## src/rtl/sle_pkg.sv

```systemverilog
// Package for the sequential list engine.
// Holds command and status codes, stream field layout and the control structs.
// No dependencies.
package sle_pkg;

    localparam int DEFAULT_CAPACITY = 16;

    localparam int CMD_W   = 3;
    localparam int POS_W   = 5;
    localparam int VALUE_W = 32;
    localparam int STS_W   = 2;
    localparam int LEN_W   = 5;

    localparam int S_TDATA_W = 40;
    localparam int M_TDATA_W = 48;

    localparam int S_POS_LSB   = 0;
    localparam int S_VALUE_LSB = S_POS_LSB + POS_W;
    localparam int S_USED_W    = S_VALUE_LSB + VALUE_W;

    localparam int M_STS_LSB   = 0;
    localparam int M_ELEM_LSB  = M_STS_LSB + STS_W;
    localparam int M_FOUND_LSB = M_ELEM_LSB + VALUE_W;
    localparam int M_LEN_LSB   = M_FOUND_LSB + LEN_W;
    localparam int M_USED_W    = M_LEN_LSB + LEN_W;

    typedef enum logic [CMD_W-1:0] {
        CMD_CLEAR  = 3'd0,
        CMD_INSERT = 3'd1,
        CMD_DELETE = 3'd2,
        CMD_GET    = 3'd3,
        CMD_LOCATE = 3'd4
    } cmd_t;

    typedef enum logic [STS_W-1:0] {
        STS_OK    = 2'd0,
        STS_FULL  = 2'd1,
        STS_EMPTY = 2'd2,
        STS_RANGE = 2'd3
    } sts_t;

    typedef struct packed {
        logic load;
        logic setup;
        logic walk;
        logic finish;
    } dp_cmd_t;

    typedef struct packed {
        logic walk_done;
        logic out_free;
    } dp_status_t;

endpackage

```

## src/rtl/sle_ctrl.sv

```systemverilog
// Controller state machine of the sequential list engine.
// Sequences load, setup, memory walk and result commit; depends on sle_pkg.
module sle_ctrl
    import sle_pkg::*;
(
    input  logic       clk,
    input  logic       rst_n,
    input  logic       s_tvalid,
    output logic       s_tready,
    input  dp_status_t dp_status,
    output dp_cmd_t    dp_cmd
);

    typedef enum logic [3:0] {
        S_IDLE   = 4'b0001,
        S_SETUP  = 4'b0010,
        S_WALK   = 4'b0100,
        S_FINISH = 4'b1000
    } state_t;

    state_t state_reg;
    state_t state_next;

    always_ff @(posedge clk or negedge rst_n)
    begin
        if (!rst_n)
        begin
            state_reg <= S_IDLE;
        end
        else
        begin
            state_reg <= state_next;
        end
    end

    always_comb
    begin
        state_next = state_reg;
        s_tready   = 1'b0;
        dp_cmd     = '0;
        unique case (state_reg)
            S_IDLE:
            begin
                s_tready = 1'b1;
                if (s_tvalid)
                begin
                    dp_cmd.load = 1'b1;
                    state_next  = S_SETUP;
                end
            end
            S_SETUP:
            begin
                dp_cmd.setup = 1'b1;
                state_next   = S_WALK;
            end
            S_WALK:
            begin
                dp_cmd.walk = 1'b1;
                if (dp_status.walk_done)
                begin
                    state_next = S_FINISH;
                end
            end
            S_FINISH:
            begin
                if (dp_status.out_free)
                begin
                    dp_cmd.finish = 1'b1;
                    state_next    = S_IDLE;
                end
            end
            default:
            begin
                state_next = S_IDLE;
            end
        endcase
    end

endmodule

```

## src/rtl/sle_dp.sv

```systemverilog
// Datapath of the sequential list engine: entry memory, length, walk counters,
// bounds checks and the output register; depends on sle_pkg.
module sle_dp
    import sle_pkg::*;
#(
    parameter int CAPACITY = DEFAULT_CAPACITY
)
(
    input  logic                 clk,
    input  logic                 rst_n,
    input  logic [S_TDATA_W-1:0] s_tdata,
    input  logic [CMD_W-1:0]     s_tuser,
    output logic                 m_tvalid,
    input  logic                 m_tready,
    output logic [M_TDATA_W-1:0] m_tdata,
    input  dp_cmd_t              dp_cmd,
    output dp_status_t           dp_status
);

    localparam int CW   = $clog2(CAPACITY + 1);
    localparam int AW   = $clog2(CAPACITY);
    localparam int CMPW = ((CW > POS_W) ? CW : POS_W) + 1;

    logic signed [VALUE_W-1:0] mem [CAPACITY];

    logic [CW-1:0]             count_reg;
    logic [CW-1:0]             count_next;
    logic [CMD_W-1:0]          cmd_reg;
    logic [POS_W-1:0]          pos_reg;
    logic signed [VALUE_W-1:0] val_reg;
    sts_t                      sts_reg;
    sts_t                      sts_next;
    logic signed [VALUE_W-1:0] elem_reg;
    logic signed [VALUE_W-1:0] elem_next;
    logic [LEN_W-1:0]          found_reg;
    logic [LEN_W-1:0]          found_next;
    logic                      hit_reg;
    logic                      hit_next;
    logic [AW-1:0]             walk_addr_reg;
    logic [AW-1:0]             walk_addr_next;
    logic [CW-1:0]             walk_left_reg;
    logic [CW-1:0]             walk_left_next;
    logic                      walk_down_reg;
    logic                      walk_down_next;
    logic                      rd_en;
    logic                      rd_vld_reg;
    logic [AW-1:0]             rd_idx_reg;
    logic signed [VALUE_W-1:0] rd_data_reg;
    logic                      wr_en;
    logic [AW-1:0]             wr_addr;
    logic signed [VALUE_W-1:0] wr_data;
    logic                      out_valid_reg;
    logic [M_TDATA_W-1:0]      out_data_reg;
    logic [M_TDATA_W-1:0]      out_data_next;

    logic [CMPW-1:0] cnt_x;
    logic [CMPW-1:0] pos_x;
    logic            ins_bad;
    logic            acc_bad;
    logic [CW-1:0]   span;
    logic [AW-1:0]   first_idx;
    logic [AW-1:0]   last_idx;

    assign cnt_x     = CMPW'(count_reg);
    assign pos_x     = CMPW'(pos_reg);
    assign ins_bad   = (pos_reg == '0) || (pos_x > cnt_x + CMPW'(1));
    assign acc_bad   = (pos_reg == '0) || (pos_x > cnt_x);
    assign span      = CW'(cnt_x - pos_x + CMPW'(1));
    assign first_idx = AW'(pos_x - CMPW'(1));
    assign last_idx  = AW'(cnt_x - CMPW'(1));

    assign rd_en = dp_cmd.walk && (walk_left_reg != '0);

    assign dp_status.walk_done = (walk_left_reg == '0);
    assign dp_status.out_free  = !out_valid_reg || m_tready;

    always_comb
    begin
        sts_next       = sts_reg;
        walk_addr_next = walk_addr_reg;
        walk_left_next = walk_left_reg;
        walk_down_next = walk_down_reg;
        if (dp_cmd.setup)
        begin
            sts_next       = STS_OK;
            walk_addr_next = '0;
            walk_left_next = '0;
            walk_down_next = 1'b0;
            case (cmd_reg) inside
                CMD_INSERT:
                begin
                    if (count_reg == CW'(CAPACITY))
                    begin
                        sts_next = STS_FULL;
                    end
                    else if (ins_bad)
                    begin
                        sts_next = STS_RANGE;
                    end
                    else
                    begin
                        walk_addr_next = last_idx;
                        walk_left_next = span;
                        walk_down_next = 1'b1;
                    end
                end
                CMD_DELETE, CMD_GET:
                begin
                    if (count_reg == '0)
                    begin
                        sts_next = STS_EMPTY;
                    end
                    else if (acc_bad)
                    begin
                        sts_next = STS_RANGE;
                    end
                    else
                    begin
                        walk_addr_next = first_idx;
                        walk_left_next = (cmd_reg == CMD_GET) ? CW'(1) : span;
                    end
                end
                CMD_LOCATE:
                begin
                    walk_left_next = count_reg;
                end
                default:
                begin
                end
            endcase
        end
        else if (rd_en)
        begin
            walk_left_next = walk_left_reg - CW'(1);
            walk_addr_next = walk_down_reg ? (walk_addr_reg - AW'(1))
                                           : (walk_addr_reg + AW'(1));
        end
    end

    always_comb
    begin
        elem_next  = elem_reg;
        found_next = found_reg;
        hit_next   = hit_reg;
        wr_en      = 1'b0;
        wr_addr    = rd_idx_reg;
        wr_data    = rd_data_reg;
        count_next = count_reg;
        if (dp_cmd.setup)
        begin
            elem_next  = '0;
            found_next = '0;
            hit_next   = 1'b0;
        end
        else if (rd_vld_reg)
        begin
            case (cmd_reg)
                CMD_INSERT:
                begin
                    wr_en   = 1'b1;
                    wr_addr = rd_idx_reg + AW'(1);
                end
                CMD_DELETE:
                begin
                    if (rd_idx_reg == first_idx)
                    begin
                        elem_next = rd_data_reg;
                    end
                    else
                    begin
                        wr_en   = 1'b1;
                        wr_addr = rd_idx_reg - AW'(1);
                    end
                end
                CMD_GET:
                begin
                    elem_next = rd_data_reg;
                end
                CMD_LOCATE:
                begin
                    if (!hit_reg && (rd_data_reg == val_reg))
                    begin
                        hit_next   = 1'b1;
                        found_next = LEN_W'({1'b0, rd_idx_reg} + (AW + 1)'(1));
                    end
                end
                default:
                begin
                end
            endcase
        end
        else if (dp_cmd.finish)
        begin
            if (cmd_reg == CMD_CLEAR)
            begin
                count_next = '0;
            end
            else if (sts_reg == STS_OK)
            begin
                if (cmd_reg == CMD_INSERT)
                begin
                    wr_en      = 1'b1;
                    wr_addr    = first_idx;
                    wr_data    = val_reg;
                    count_next = count_reg + CW'(1);
                end
                else if (cmd_reg == CMD_DELETE)
                begin
                    count_next = count_reg - CW'(1);
                end
            end
        end
    end

    always_comb
    begin
        out_data_next = '0;
        out_data_next[M_STS_LSB +: STS_W]     = sts_reg;
        out_data_next[M_ELEM_LSB +: VALUE_W]  = elem_reg;
        out_data_next[M_FOUND_LSB +: LEN_W]   = found_reg;
        out_data_next[M_LEN_LSB +: LEN_W]     = LEN_W'(count_next);
    end

    always_ff @(posedge clk)
    begin
        if (wr_en)
        begin
            mem[wr_addr] <= wr_data;
        end
        if (rd_en)
        begin
            rd_data_reg <= mem[walk_addr_reg];
        end
    end

    always_ff @(posedge clk)
    begin
        if (dp_cmd.load)
        begin
            cmd_reg <= s_tuser;
            pos_reg <= s_tdata[S_POS_LSB +: POS_W];
            val_reg <= s_tdata[S_VALUE_LSB +: VALUE_W];
        end
        if (rd_en)
        begin
            rd_idx_reg <= walk_addr_reg;
        end
        if (dp_cmd.finish)
        begin
            out_data_reg <= out_data_next;
        end
        sts_reg       <= sts_next;
        elem_reg      <= elem_next;
        found_reg     <= found_next;
        hit_reg       <= hit_next;
        walk_addr_reg <= walk_addr_next;
        walk_down_reg <= walk_down_next;
    end

    always_ff @(posedge clk or negedge rst_n)
    begin
        if (!rst_n)
        begin
            count_reg     <= '0;
            walk_left_reg <= '0;
            rd_vld_reg    <= 1'b0;
            out_valid_reg <= 1'b0;
        end
        else
        begin
            count_reg     <= count_next;
            walk_left_reg <= walk_left_next;
            rd_vld_reg    <= rd_en;
            if (dp_cmd.finish)
            begin
                out_valid_reg <= 1'b1;
            end
            else if (m_tready)
            begin
                out_valid_reg <= 1'b0;
            end
        end
    end

    assign m_tvalid = out_valid_reg;
    assign m_tdata  = out_data_reg;

endmodule

```

## src/rtl/sequential_list_engine.sv

```systemverilog
// Top level of the sequential list engine.
// Joins the controller sle_ctrl and the datapath sle_dp; depends on sle_pkg.
//
// The engine keeps an ordered list of up to CAPACITY signed 32-bit values in a
// single-port-read, single-port-write memory and answers each request with one
// result. A request passes through the setup, walk and finish states after
// acceptance, and the walk makes n memory reads: the entries from the position
// to the end for insert and delete, one for get, the whole length for locate and
// none for clear, refused or unknown requests. The memory walk reads one entry
// per cycle, and the finish state waits until the output register is free.
// A new request is taken while the previous result still waits on the output.
module sequential_list_engine
    import sle_pkg::*;
#(
    parameter int CAPACITY = DEFAULT_CAPACITY
)
(
    input  logic                 clk,
    input  logic                 rst_n,
    input  logic                 s_tvalid,
    output logic                 s_tready,
    input  logic [S_TDATA_W-1:0] s_tdata,  // position[4:0], value[36:5], zero fill
    input  logic [CMD_W-1:0]     s_tuser,  // command[2:0]
    output logic                 m_tvalid,
    input  logic                 m_tready,
    output logic [M_TDATA_W-1:0] m_tdata   // status[1:0], element[33:2],
                                           // found_position[38:34],
                                           // list_length[43:39], zero fill
);

    dp_cmd_t    dp_cmd;
    dp_status_t dp_status;

    sle_ctrl u_ctrl (
        .clk       (clk),
        .rst_n     (rst_n),
        .s_tvalid  (s_tvalid),
        .s_tready  (s_tready),
        .dp_status (dp_status),
        .dp_cmd    (dp_cmd)
    );

    sle_dp #(
        .CAPACITY (CAPACITY)
    ) u_dp (
        .clk       (clk),
        .rst_n     (rst_n),
        .s_tdata   (s_tdata),
        .s_tuser   (s_tuser),
        .m_tvalid  (m_tvalid),
        .m_tready  (m_tready),
        .m_tdata   (m_tdata),
        .dp_cmd    (dp_cmd),
        .dp_status (dp_status)
    );

endmodule

```

## config.mk

```make
export PLATFORM = sky130hd
export DESIGN_NAME = sequential_list_engine
export DESIGN_NICKNAME = d
export VERILOG_FILES = /design/src/rtl/sle_pkg.sv /design/src/rtl/sle_ctrl.sv /design/src/rtl/sle_dp.sv /design/src/rtl/sequential_list_engine.sv
export SDC_FILE = /design/constraint.sdc
export NUM_CORES = 1
export LEC_CHECK = 0
export ABC_AREA = 1
export BUFFER_PORTS_ARGS = -buffer_cell sky130_fd_sc_hd__buf_2
export CORE_MARGIN = 8
export CORE_UTILIZATION = 41
export CTS_CLUSTER_SIZE = 40
export DETAILED_ROUTE_END_ITERATION = 16
export PLACE_DENSITY_LB_ADDON = 0.12
export SLEW_MARGIN = 10
export SYNTH_ARGS = -nofsm -noshare
export SYNTH_HDL_FRONTEND = slang
export SYNTH_SLANG_ARGS = --single-unit
```

## constraint.sdc

```tcl
create_clock -name clk -period 4.17 [get_ports clk]
set_input_delay 0 -clock clk [delete_from_list [all_inputs] [get_ports clk]]
set_output_delay 0 -clock clk [all_outputs]
set_load 0.005 [all_outputs]
```

==> out/qor.log, run 1 <==
INFO  setup_path     crit_fanout=22
INFO  cells_and_area n_fill_cell=6016
INFO  cells_and_area number_of_flip_flops_under_the_largest_register_name=512
INFO  synthesis      synth_area=28020um2
INFO  die            die_area=76950um2
INFO  hold_path      type_of_the_tightest_min_delay_check=input port to flip-flop
INFO  setup_path     timing.critical_path.buf_inv=4
INFO  synthesis      post-synth-top-area-cell=edfxtp_1
INFO  timing         worst_clock_skew=0.01487ns
INFO  synthesis      postSynthRegisterBits=693
INFO  global_routing grt_max_degree=163
INFO  cells_and_area post-route-util=47.96%
INFO  setup_path     path_depth=17
INFO  die            std_cell_rows=96
INFO  die            die_w=277.4um
INFO  cells_and_area synthToLayoutAreaGrowth=16.59%
INFO  cells_and_area instances_no_fill=3294
INFO  power          p_per_area=595.7nW/um2
INFO  synthesis      netlist_instances=2199
INFO  setup_path     worstSetupStartpointType=flip-flop
INFO  cells_and_area layout.cells.most_common=edfxtp_1
INFO  setup_path     cp_class=flip-flop to flip-flop
INFO  hold_path      hp-start=s_tdata[25]
INFO  timing         setup_total_negative_slack=0ns
INFO  timing         finalCritPeriodShare=83.06%
INFO  die            design.core.area=68110um2
INFO  synthesis      asyncSetResetFlopFracSynth=2.309%
INFO  route          dr.first_iter.drc_count=1307
INFO  global_routing grt_pass1_wl=111600um
INFO  clock_network  cts_max_level=3
INFO  cells_and_area most-common-layout-cells=edfxtp_1 (639), nor2_1 (357), o21ai_0 (335), nand2_1 (167), o221ai_1 (100)
INFO  route          routed_wirelength=74510um
INFO  timing         slew_headroom=32.76%
INFO  timing         setup-violations-final=0
INFO  setup_path     worst_r2r_startpoint=u_dp.pos_reg[0]
INFO  power          leakagePower=11.35nW
INFO  synthesis      post_synth_num_cell_types=49
INFO  job            max_cap_viol_count=0
INFO  timing         worst_slew_pin_slew=1.006ns
INFO  setup_path     critical_path.max_stage_delay=0.45ns
INFO  setup_path     timing.critical_path.required=4.42ns
INFO  route          post_drt_via_cell_ratio=5.461
INFO  setup_path     critPathArrivalTime=3.72ns
INFO  timing         hold_viol_final=0
INFO  clock_network  clock_path_buffers=3
INFO  die            floorplan.io_pins=97
INFO  timing         max_freq=0.2887GHz
INFO  timing         pins_over_slew_limit=0
INFO  placement      place.gp.congestion=0.8378
INFO  placement      dp.cells=3115
INFO  timing         layout_min_cycle_time=3.464ns
INFO  hold_path      worstHoldPathCells=2
INFO  placement      hpwl=42890um
INFO  setup_path     critical_path.slowest_cell=buf_4
INFO  clock_network  cts_root_buf=clkbuf_16
INFO  synthesis      postSynthAreaPerCell=12.74um2
INFO  clock_network  tritoncts.num_buffers=75
INFO  synthesis      synthFlopType=edfxtp_1
INFO  die            starting_density_of_the_core=41.14%
INFO  synthesis      yosysWarningCount=0
INFO  synthesis      synth_edf_count=639
INFO  setup_path     critical_path.cell_chain=inv_1, ha_1, inv_1, nand2_1, nand2_1, nand2_1, nand2_1, nor2_1, nand2_1, nand3_1, nand2_1, inv_1, nand2_1, a21oi_1, nand3_1, nor2_4, buf_4
INFO  route          dr_total_vias=17988
INFO  route          wl_per_cell=22.62um
INFO  clock_network  worst_skew_late_latency=0.62ns
INFO  die            die_h=277.4um
INFO  cells_and_area fin_nets=2430
INFO  setup_path     critPathCaptureType=flip-flop
INFO  synthesis      synth_top_area_share=68.49%
INFO  placement      io_buffer_count=89
INFO  global_routing grt_pass1_vias=17651
INFO  clock_network  cts_tree=done
INFO  synthesis      yosysSeqAreaShare=72.64%
INFO  synthesis      synth.top_cells.by_area=edfxtp_1 (68%), o21ai_0 (6.0%), nor2_1 (5.0%), o221ai_1 (3.1%), dfxtp_1 (2.7%)
INFO  setup_path     cp_top_family=simple AND/OR/NAND/NOR gates
INFO  clock_network  clk_transition_reported_paths=0.06ns
INFO  global_routing number_of_antenna_violations_at_the_first_check_in_global_routing=2
INFO  cells_and_area layout-drive-gt1-share=13.15%
INFO  run_status     run_status=finished, final reports clean
INFO  timing         setup_repair_after_global_routing_missed_its_margin=false
INFO  setup_path     crit_path_start=u_dp.pos_reg[0]
INFO  global_routing grt_total_ovfl=0
INFO  global_routing grtUsageTotal=18.94%
INFO  setup_path     critical_path.most_common_cell=nand2_1
INFO  clock_network  clk_sinks=693
INFO  route          ant_nets=0
INFO  route          drcViolationCount=0
INFO  route          drtPass1Iterations=5
INFO  setup_path     worst_r2r_path_depth=17
INFO  power          peakVddDrop=463.7uV
INFO  cells_and_area largest-register=u_dp.mem
INFO  clock_network  cts.repair_timing.setup_buffer_count=0
## timing repair
item	4_1_cts	5_1_grt
endpoints found under the hold margin	60	0
gates resized for setup	0	0
hold buffers	45	0
## report_power, final
part / internal (W) / switching (W)
logic: 0.00133 / 0.00303
clock network: 0.00371 / 0.00270
registers: 0.00833 / 0.000365
total: 0.0134 / 0.00609
## metal layers
layer	share of wire, %	track usage [%]	vias to the layer above
met5	0	0	-
met4	2.1	5.389	0
met3	6.0	3.487	102
met2	45	29.29	567
met1	47	27.22	8920
li1	-	-	8399
## final timing paths
| kind | endpoint | slack [ns] |
|---|---|---|
| worst min register to register | u_dp.m_tdata[9] | 0.43 |
| min in group asynchronous | u_ctrl.state_reg[0] | 0.44 |
| worst max register to register | u_dp.mem[11][21] | 0.71 |
| worst min-delay path | u_dp.val_reg[20] | 0.1 |
| max in group asynchronous | u_ctrl.state_reg[3] | 2.53 |
| worst max-delay path | u_dp.mem[11][21] | 0.71 |
## Yosys cell counts, drive strengths merged (12+ instances only)
library cell / instances
nand2: 172
o21ai: 338
edfxtp: 639
o221ai: 100
ha: 25
dfxtp: 38
nand3: 71
buf: 22
nand4: 13
dfrtp: 15
o22ai: 38
o211ai: 31
clkbuf: 107
inv: 105
a21oi: 27
nor2: 375
nor3: 12
xor2: 24
## logic make-up after synthesis
| logic type | Yosys count | synth area share [%] |
|---|---|---|
| other | 1 | 0.01339 |
| flip-flops | 693 | 72.64 |
| adder cells (fa/ha/maj) | 28 | 1.331 |
| AO/OA/AOI/OAI | 545 | 11.70 |
| buffers and inverters | 235 | 3.256 |
| multiplexers | 12 | 0.4779 |
| AND/OR/NAND/NOR | 654 | 9.615 |
| XOR/XNOR | 31 | 0.9691 |
## cell type report
| cell class | count | area [um2] | area share, % |
|---|---|---|---|
| Inverter | 106 | 404.1 | 1.237 |
| Tap cell | 882 | 1104 | 3.379 |
| Antenna cell | 1 | 2.502 | 0.007661 |
| Clock inverter | 32 | 332.8 | 1.019 |
| Timing Repair Buffer | 205 | 1541 | 4.719 |
| Sequential cell | 693 | 20350 | 62.30 |
| Clock buffer | 101 | 2037 | 6.236 |
| Multi-Input combinational cell | 1274 | 6892 | 21.10 |
## per-stage QoR
stage          total power [W]  instance area, um2  setup slack [ns]  hold WS (ns)
2_1_floorplan          0.01157               28030            0.5801       -0.2956
5_1_grt                0.02042               32660            0.4412       0.07614
3_5_place_dp           0.01315               29840            0.7409      -0.04797
4_1_cts                0.01965               32660            0.7189       0.05142
3_3_place_gp           0.01307               29840            0.7452      -0.06285
6_report               0.01946               32660            0.7063       0.09520
No activity file was read; power rests on OpenSTA's default activity.
==> run 2: changes to the inputs <==
- ABC_AREA: 1 -> 0
- clock period: 4.17 -> 3.34 ns (I/O delays scaled with it)
==> run 2 against run 1 <==
Against the previous run: final cell count fell by 22%; core utilization rose by 1.1 points; synthesized area fell by 1.9%; synthesized cell count fell by 36%; critical endpoint is now u_dp.mem[15][21]; clock power rose by 28%; non-clock buffer count rose by 8; largest cell class unchanged; clock skew rose by 0.0093 ns.
==> out/qor.log, run 2 <==
INFO  power          p_per_area=660.8nW/um2 [+11%]
INFO  clock_network  tritoncts.num_buffers=75 [unchanged]
INFO  clock_network  cts_tree=done
INFO  setup_path     crit_fanout=11 [-50%]
INFO  synthesis      synth_area=27480um2 [-1.9%]
INFO  setup_path     regToRegSetupSlack=0.14ns [-0.56 ns]
INFO  timing         layout_min_cycle_time=3.197ns [-0.2669 ns]
INFO  route          drtPass1Iterations=5 [unchanged]
INFO  die            design.core.area=66800um2 [-1.9%]
INFO  route          wl_per_cell=25.90um [+14%]
INFO  setup_path     r2r-end=u_dp.mem[15][21]
INFO  timing         finalCritPeriodShare=95.71% [+13 points]
INFO  placement      place.gp.congestion=0.8122 [-3.1%]
INFO  cells_and_area n_fill_cell=5548 [-7.8%]
INFO  setup_path     critical_path.cell_chain=inv_1, ha_1, xor2_1, and2_1, and3_2, a311oi_4, and3b_1, nand2_1, nor2_4, buf_4
INFO  route          drcViolationCount=0 [unchanged]
INFO  timing         postLayoutSetupSlackWorst=0.1432ns [-0.5631 ns]
INFO  setup_path     critical_path.slowest_cell=edfxtp_1
INFO  placement      io_buffer_count=89 [unchanged]
INFO  die            starting_density_of_the_core=41.14% [about the same]
INFO  clock_network  clock_path_buffers=3 [unchanged]
INFO  cells_and_area num_antenna_cells=0 [-1]
INFO  synthesis      share_of_synthesized_cell_area_in_full_adder_half_adder_and_majority_cells=1.357% [+0.026 points]
INFO  placement      place_ws=0.09271ns [-0.6482 ns]
INFO  clock_network  clk_transition_reported_paths=0.06ns [about the same]
INFO  run_status     run_status=finished, final reports clean
INFO  power          peakVddDrop=417.1uV [-10%]
INFO  timing         max_freq=0.3128GHz [+8.3%]
INFO  power          report.power.total=0.02165W [+11%]
INFO  global_routing grt_use_met3=3.146% [-0.34 points]
INFO  cells_and_area most-common-layout-cells=edfxtp_1 (639), mux4_2 (160), nand2_1 (93), buf_2 (89), clkbuf_16 (77)
INFO  clock_network  cts.repair_timing.setup_buffer_count=0 [unchanged]
INFO  synthesis      synthFlopType=edfxtp_1
INFO  synthesis      yosys.area_share.simple=3.647% [-6.0 points]
INFO  timing         whs=0.09000ns [-0.005202 ns]
INFO  cells_and_area layout-drive-gt1-share=29.80% [+17 points]
INFO  route          dr.first_iter.drc_count=1077 [-18%]
INFO  timing         worst_slew_pin_slew=0.7976ns [-0.2085 ns]
INFO  synthesis      post-synth-top-area-cell=edfxtp_1
INFO  setup_path     worst_r2r_startpoint=u_dp.pos_reg[1]
INFO  setup_path     path_depth=10 [-7]
INFO  setup_path     critPathArrivalTime=3.49ns [-0.23 ns]
INFO  global_routing number_of_antenna_violations_at_the_first_check_in_global_routing=2 [unchanged]
INFO  setup_path     cp_top_family=simple AND/OR/NAND/NOR gates
INFO  die            floorplan.io_pins=97 [unchanged]
INFO  power          leakagePower=10.75nW [-5.3%]
INFO  synthesis      postSynthAreaPerCell=19.53um2 [+53%]
INFO  synthesis      synth_compound_gate_area_share=3.028% [-8.7 points]
INFO  cells_and_area synthToLayoutAreaGrowth=19.19%
INFO  global_routing grt_total_ovfl=0 [unchanged]
INFO  timing         worst_clock_skew=0.02418ns [+0.009308 ns]
INFO  clock_network  cts_max_level=3 [unchanged]
INFO  cells_and_area number_of_flip_flops_under_the_largest_register_name=512 [unchanged]
INFO  global_routing grt_use_met2=29.72% [+0.43 points]
INFO  synthesis      most_common_cell_in_the_netlist=edfxtp_1
INFO  cells_and_area layout.cells.most_common=edfxtp_1
INFO  hold_path      type_of_the_tightest_min_delay_check=input port to flip-flop
INFO  global_routing grt_max_degree=42 [-74%]
INFO  synthesis      yosysSeqAreaShare=74.05% [+1.4 points]
INFO  global_routing grtUsageTotal=17.90% [-1.0 points]
INFO  setup_path     cp_class=flip-flop to flip-flop
INFO  synthesis      asyncSetResetFlopFracSynth=2.309% [unchanged]
INFO  clock_network  worst_skew_late_latency=0.62ns [about the same]
INFO  timing         pins_over_slew_limit=0 [unchanged]
INFO  setup_path     worst_r2r_path_depth=10 [-7]
INFO  synthesis      post_synth_num_cell_types=74 [+51%]
INFO  setup_path     timing.critical_path.required=3.63ns [-0.79 ns]
INFO  synthesis      synth.top_cells.by_area=edfxtp_1 (70%), mux4_2 (13%), dfxtp_1 (2.8%), xnor2_1 (1.4%), dfrtp_1 (1.4%)
INFO  setup_path     worstSetupEndpoint=u_dp.mem[15][21]
INFO  die            std_cell_rows=95 [-1.0%]
INFO  die            die_h=274.9um [-0.90%]
INFO  route          ant_nets=0 [unchanged]
INFO  global_routing grt.busiest_layer=met2
INFO  synthesis      netlist_instances=1407 [-36%]
INFO  setup_path     timing.critical_path.buf_inv=2 [-2]
INFO  synthesis      postSynthRegisterBits=693 [unchanged]
INFO  clock_network  cts_root_buf=clkbuf_16
INFO  synthesis      synth.mux.area_fraction=14.52% [+14 points]
INFO  cells_and_area fin_nets=1705 [-30%]
INFO  synthesis      synth_top_family_by_area=multiplexers
INFO  die            die_area=75570um2 [-1.8%]
INFO  placement      hpwl=40720um [-5.1%]
INFO  synthesis      synth.top_cells.by_count=edfxtp_1 (639), mux4_2 (160), nand2_1 (94), a21oi_1 (53), xnor2_1 (44)
INFO  timing         slew_headroom=46.65% [+14 points]
INFO  timing         hold_viol_final=0 [unchanged]
INFO  setup_path     critPathCaptureType=flip-flop
INFO  synthesis      yosysWarningCount=0 [unchanged]
INFO  route          post_drt_via_cell_ratio=5.369 [-1.7%]
INFO  setup_path     worstSetupStartpointType=flip-flop
INFO  route          routed_wirelength=66400um [-11%]
INFO  cells_and_area largest-register=u_dp.mem
INFO  synthesis      synth_edf_count=639 [unchanged]
INFO  timing         setup-violations-final=0 [unchanged]
INFO  setup_path     critical_path.max_stage_delay=0.44ns [about the same]
INFO  job            max_cap_viol_count=0 [unchanged]
INFO  global_routing grt_pass1_vias=14407 [-18%]
INFO  route          dr_total_vias=13765 [-23%]
INFO  setup_path     crit_path_start=u_dp.pos_reg[1]
INFO  clock_network  clk_sinks=693 [unchanged]
INFO  global_routing grt_pass1_wl=98210um [-12%]
INFO  synthesis      synth_top_area_share=69.82% [+1.3 points]
INFO  die            die_w=274.9um [-0.90%]
INFO  synthesis      synth_xor_area_share=1.739% [+0.77 points]
INFO  global_routing grt_use_met1=24.67% [-2.6 points]
run 2: worst min-delay path by stage:
stage	from	end	cells after the start
2_1_floorplan	rst_n	u_ctrl.state_reg[1]	0
3_3_place_gp	rst_n	u_dp.m_tvalid	1
3_5_place_dp	rst_n	u_dp.m_tvalid	1
4_1_cts	s_tdata[22]	u_dp.val_reg[17]	2
5_1_grt	s_tdata[22]	u_dp.val_reg[17]	2
6_report	s_tdata[20]	u_dp.val_reg[15]	2
run 2: worst reg2reg max path, stage by stage, from the launching register on:
cell	delay, ns
edfxtp_1	0.44
inv_1	0.09
ha_1	0.33
xor2_1	0.17
and2_1	0.17
and3_2	0.26
a311oi_4	0.36
and3b_1	0.26
nand2_1	0.29
nor2_4	0.23
buf_4	0.27
run 2: what timing repair did:
action / CTS / global route
hold buffers: 45 / 0
resized for setup: 0 / 2
endpoints found under the hold margin: 59 / 0
endpoints found under the setup margin: 0 / 379
run 2: cell type report:
class | instances | area (um2) | share of cell area, %
clock buffers | 103 | 2064 | 6.303
multi-input cells | 612 | 6819 | 20.82
clock inverters | 35 | 409.1 | 1.249
well taps | 873 | 1092 | 3.335
flip-flops and latches | 693 | 20350 | 62.13
inverters | 35 | 131.4 | 0.4011
repair buffers | 213 | 1889 | 5.768
run 2: cells by family after synthesis:
group	Yosys count
flops	693
simple gates	207
mux	195
compound gates	125
buf+inv	105
xor+xnor	53
fa+ha+maj	28
other cells	1
run 2: layer usage:
layer / vias to the layer above / share of wire [%]
met2: 301 / 49
met4: 0 / 1.7
met5: - / 0
met1: 7258 / 44
met3: 77 / 4.5
li1: 6129 / -
run 2: metrics by stage:
stage,util [%],TNS [ns],area (um2),cells
after floorplan,-,-99.15,27550,1410
after global placement,44.65,0,29830,2381
after detailed placement,44.65,0,29830,2381
after CTS,49.03,0,32750,2564
after global routing,49.04,-0.1016,32760,2564
final,49.04,0,32760,2564
run 2: power by group:
part           total [W]  leakage (nW)  switching (W)  internal [W]
registers         0.0102          6.25       0.000274       0.00997
logic            0.00319          3.31        0.00175       0.00144
clock network    0.00821          1.19        0.00337       0.00484
==> run 3: changes to the inputs <==
- CELL_PAD_IN_SITES_DETAIL_PLACEMENT: default -> 1
- CELL_PAD_IN_SITES_GLOBAL_PLACEMENT: default -> 1
==> run 3 against run 2 <==
Against the previous run: critical path depth stayed put; count of clock-buffer cells in the layout is 5 lower; clock power is 2.6% lower; largest power group unchanged; largest cell class unchanged; highest routed layer is now met5; critical endpoint is now u_dp.mem[5][7].
==> out/qor.log, run 3 (synthesis results as in run 2) <==
INFO  clock_network  cts_max_level=3 [unchanged]
INFO  setup_path     cp_class=flip-flop to flip-flop
INFO  placement      postPlaceCellArea=29810um2 [about the same]
INFO  route          ant_nets=0 [unchanged]
INFO  setup_path     regToRegSetupSlack=0.16ns [+0.02 ns]
INFO  global_routing grt_pass1_wl=102500um [+4.4%]
INFO  route          wl_met2=32880um [about the same]
INFO  route          routed_wirelength=68920um [+3.8%]
INFO  timing         setup_total_negative_slack=0ns [unchanged]
INFO  clock_network  tritoncts.num_buffers=75 [unchanged]
INFO  global_routing grt_pass1_vias=15219 [+5.6%]
INFO  cells_and_area number_of_flip_flops_under_the_largest_register_name=512 [unchanged]
INFO  route          wl_per_cell=26.89um [+3.8%]
INFO  timing         worst_clock_skew=0.01532ns [-0.008856 ns]
INFO  route          post_drt_via_cell_ratio=5.458 [+1.7%]
INFO  setup_path     critPathCaptureType=flip-flop
INFO  setup_path     worstSetupStartpointType=flip-flop
INFO  cells_and_area num_antenna_cells=0 [unchanged]
INFO  clock_network  cts_root_buf=clkbuf_16
INFO  route          dr_total_vias=13989 [+1.6%]
INFO  timing         pins_over_slew_limit=0 [unchanged]
INFO  cells_and_area most-common-layout-cells=edfxtp_1 (639), mux4_2 (160), nand2_1 (91), buf_2 (89), clkbuf_16 (78)
INFO  cells_and_area synthToLayoutAreaGrowth=18.82%
INFO  timing         layout_min_cycle_time=3.178ns [-0.01926 ns]
INFO  clock_network  worst_skew_late_latency=0.61ns [about the same]
INFO  die            starting_density_of_the_core=41.14% [unchanged]
INFO  setup_path     critPathArrivalTime=3.47ns [-0.02 ns]
INFO  setup_path     timing.critical_path.required=3.63ns [about the same]
INFO  timing         slew_headroom=40.85% [-5.8 points]
INFO  die            die_w=274.9um [unchanged]
INFO  power          peakVddDrop=402.2uV [-3.6%]
INFO  timing         max_freq=0.3147GHz [+0.61%]
INFO  power          leakagePower=10.73nW [-0.17%]
INFO  die            std_cell_rows=95 [unchanged]
INFO  clock_network  cts.repair_timing.setup_buffer_count=0 [unchanged]
INFO  run_status     run_status=finished, final reports clean
INFO  die            die_h=274.9um [unchanged]
INFO  placement      io_buffer_count=89 [unchanged]
INFO  cells_and_area fin_nets=1708 [+0.18%]
INFO  clock_network  clk_sinks=693 [unchanged]
INFO  placement      dp.cells=2384 [+0.13%]
INFO  placement      place.gp.congestion=0.8205 [+1.0%]
INFO  setup_path     crit_fanout=11 [unchanged]
INFO  placement      hpwl=43230um [+6.2%]
INFO  clock_network  clk_transition_reported_paths=0.06ns [about the same]
INFO  global_routing number_of_antenna_violations_at_the_first_check_in_global_routing=3 [+1]
INFO  route          dr.first_iter.drc_count=1029 [-4.5%]
INFO  die            design.core.area=66800um2 [unchanged]
INFO  cells_and_area layout.cell_area.non_filler=32650um2 [-0.31%]
INFO  hold_path      type_of_the_tightest_min_delay_check=input port to flip-flop
INFO  cells_and_area largest-register=u_dp.mem
INFO  timing         worst_slew_pin_slew=0.8843ns [+0.08670 ns]
INFO  job            max_cap_viol_count=0 [unchanged]
INFO  route          drcViolationCount=0 [unchanged]
INFO  cells_and_area layout-drive-gt1-share=30.18% [+0.37 points]
INFO  cells_and_area instances_no_fill=2563 [-0.039%]
INFO  die            die_area=75570um2 [unchanged]
INFO  cells_and_area layout.cells.most_common=edfxtp_1
INFO  global_routing grt_max_degree=52 [+24%]
INFO  global_routing grt_total_ovfl=0 [unchanged]
INFO  route          wl_met3=3126um [+4.2%]
INFO  power          report.power.total=0.02148W [-0.77%]
INFO  timing         finalCritPeriodShare=95.14% [-0.58 points]
INFO  timing         hold_viol_final=0 [unchanged]
INFO  clock_network  cts_tree=done
INFO  die            floorplan.io_pins=97 [unchanged]
INFO  timing         setup-violations-final=0 [unchanged]
INFO  cells_and_area n_fill_cell=6125 [+10%]
INFO  power          p_per_area=657.8nW/um2 [-0.46%]
INFO  route          maxUsedRoutingLayer=met5
INFO  global_routing grtUsageTotal=18.57% [+0.66 points]
INFO  clock_network  clock_path_buffers=3 [unchanged]
INFO  route          drt-met1-wl=31450um [+6.9%]
INFO  route          drtPass1Iterations=7 [+2]
## run 3: where the power goes
group	leakage [nW]	total, W	internal [W]	switching [W]
Clock	1.16	0.00800	0.00467	0.00334
Sequential	6.25	0.0102	0.00997	0.000269
Combinational	3.32	0.00324	0.00145	0.00179
Total	10.7	0.0215	0.0161	0.00539
## run 3: timing repair
action                                  in CTS  in global routing
hold buffers                                45                  0
hold endpoints to repair                    59                  0
gates resized for setup                      0                  6
endpoints found under the setup margin       0                111
## run 3: through the flow
stage | setup slack (ns) | hold WS, ns | util, %
6_report | 0.1625 | 0.09973 | 48.88
5_1_grt | -0.000005107 | 0.08730 | 48.88
4_1_cts | 0.09981 | 0.05583 | 48.86
3_5_place_dp | 0.1165 | -0.02305 | 44.63
3_3_place_gp | 0.1721 | -0.02420 | 44.63
2_1_floorplan | -0.5227 | -0.2956 | -
## run 3: cell type report
class,count,area (um2),share of cell area [%]
Sequential cell,693,20350,62.32
Inverter,35,131.4,0.4023
Tap cell,873,1092,3.345
Multi-Input combinational cell,612,6828,20.91
Clock inverter,36,316.6,0.9694
Clock buffer,98,2057,6.299
Timing Repair Buffer,216,1878,5.751
## run 3: path summary, 6_finish.rpt
path                                  start             endpoint  depth (start not counted)
min in group asynchronous             rst_n  u_ctrl.state_reg[0]                          3
max in group asynchronous             rst_n    u_dp.count_reg[0]                          4
setup reg to reg            u_dp.pos_reg[1]       u_dp.mem[5][7]                         10
hold / removal                  s_tdata[30]     u_dp.val_reg[25]                          2
setup / recovery            u_dp.pos_reg[1]       u_dp.mem[5][7]                         10
hold reg to reg            u_dp.elem_reg[5]      u_dp.m_tdata[7]                          0
## run 3: layer usage
layer / track usage (%) / vias to the layer above
met2: 29.97 / 298
li1: - / 6104
met3: 3.180 / 92
met1: 25.98 / 7493
met5: 0 / -
met4: 5.212 / 2
## run 3: critical path, stage by stage (launching register included)
cell,delay [ns]
edfxtp_1,0.45
inv_1,0.09
ha_1,0.34
xor2_1,0.17
and2_1,0.18
and3_1,0.23
a311oi_4,0.38
o221a_2,0.26
nand2_1,0.26
nor2_4,0.23
buf_4,0.26
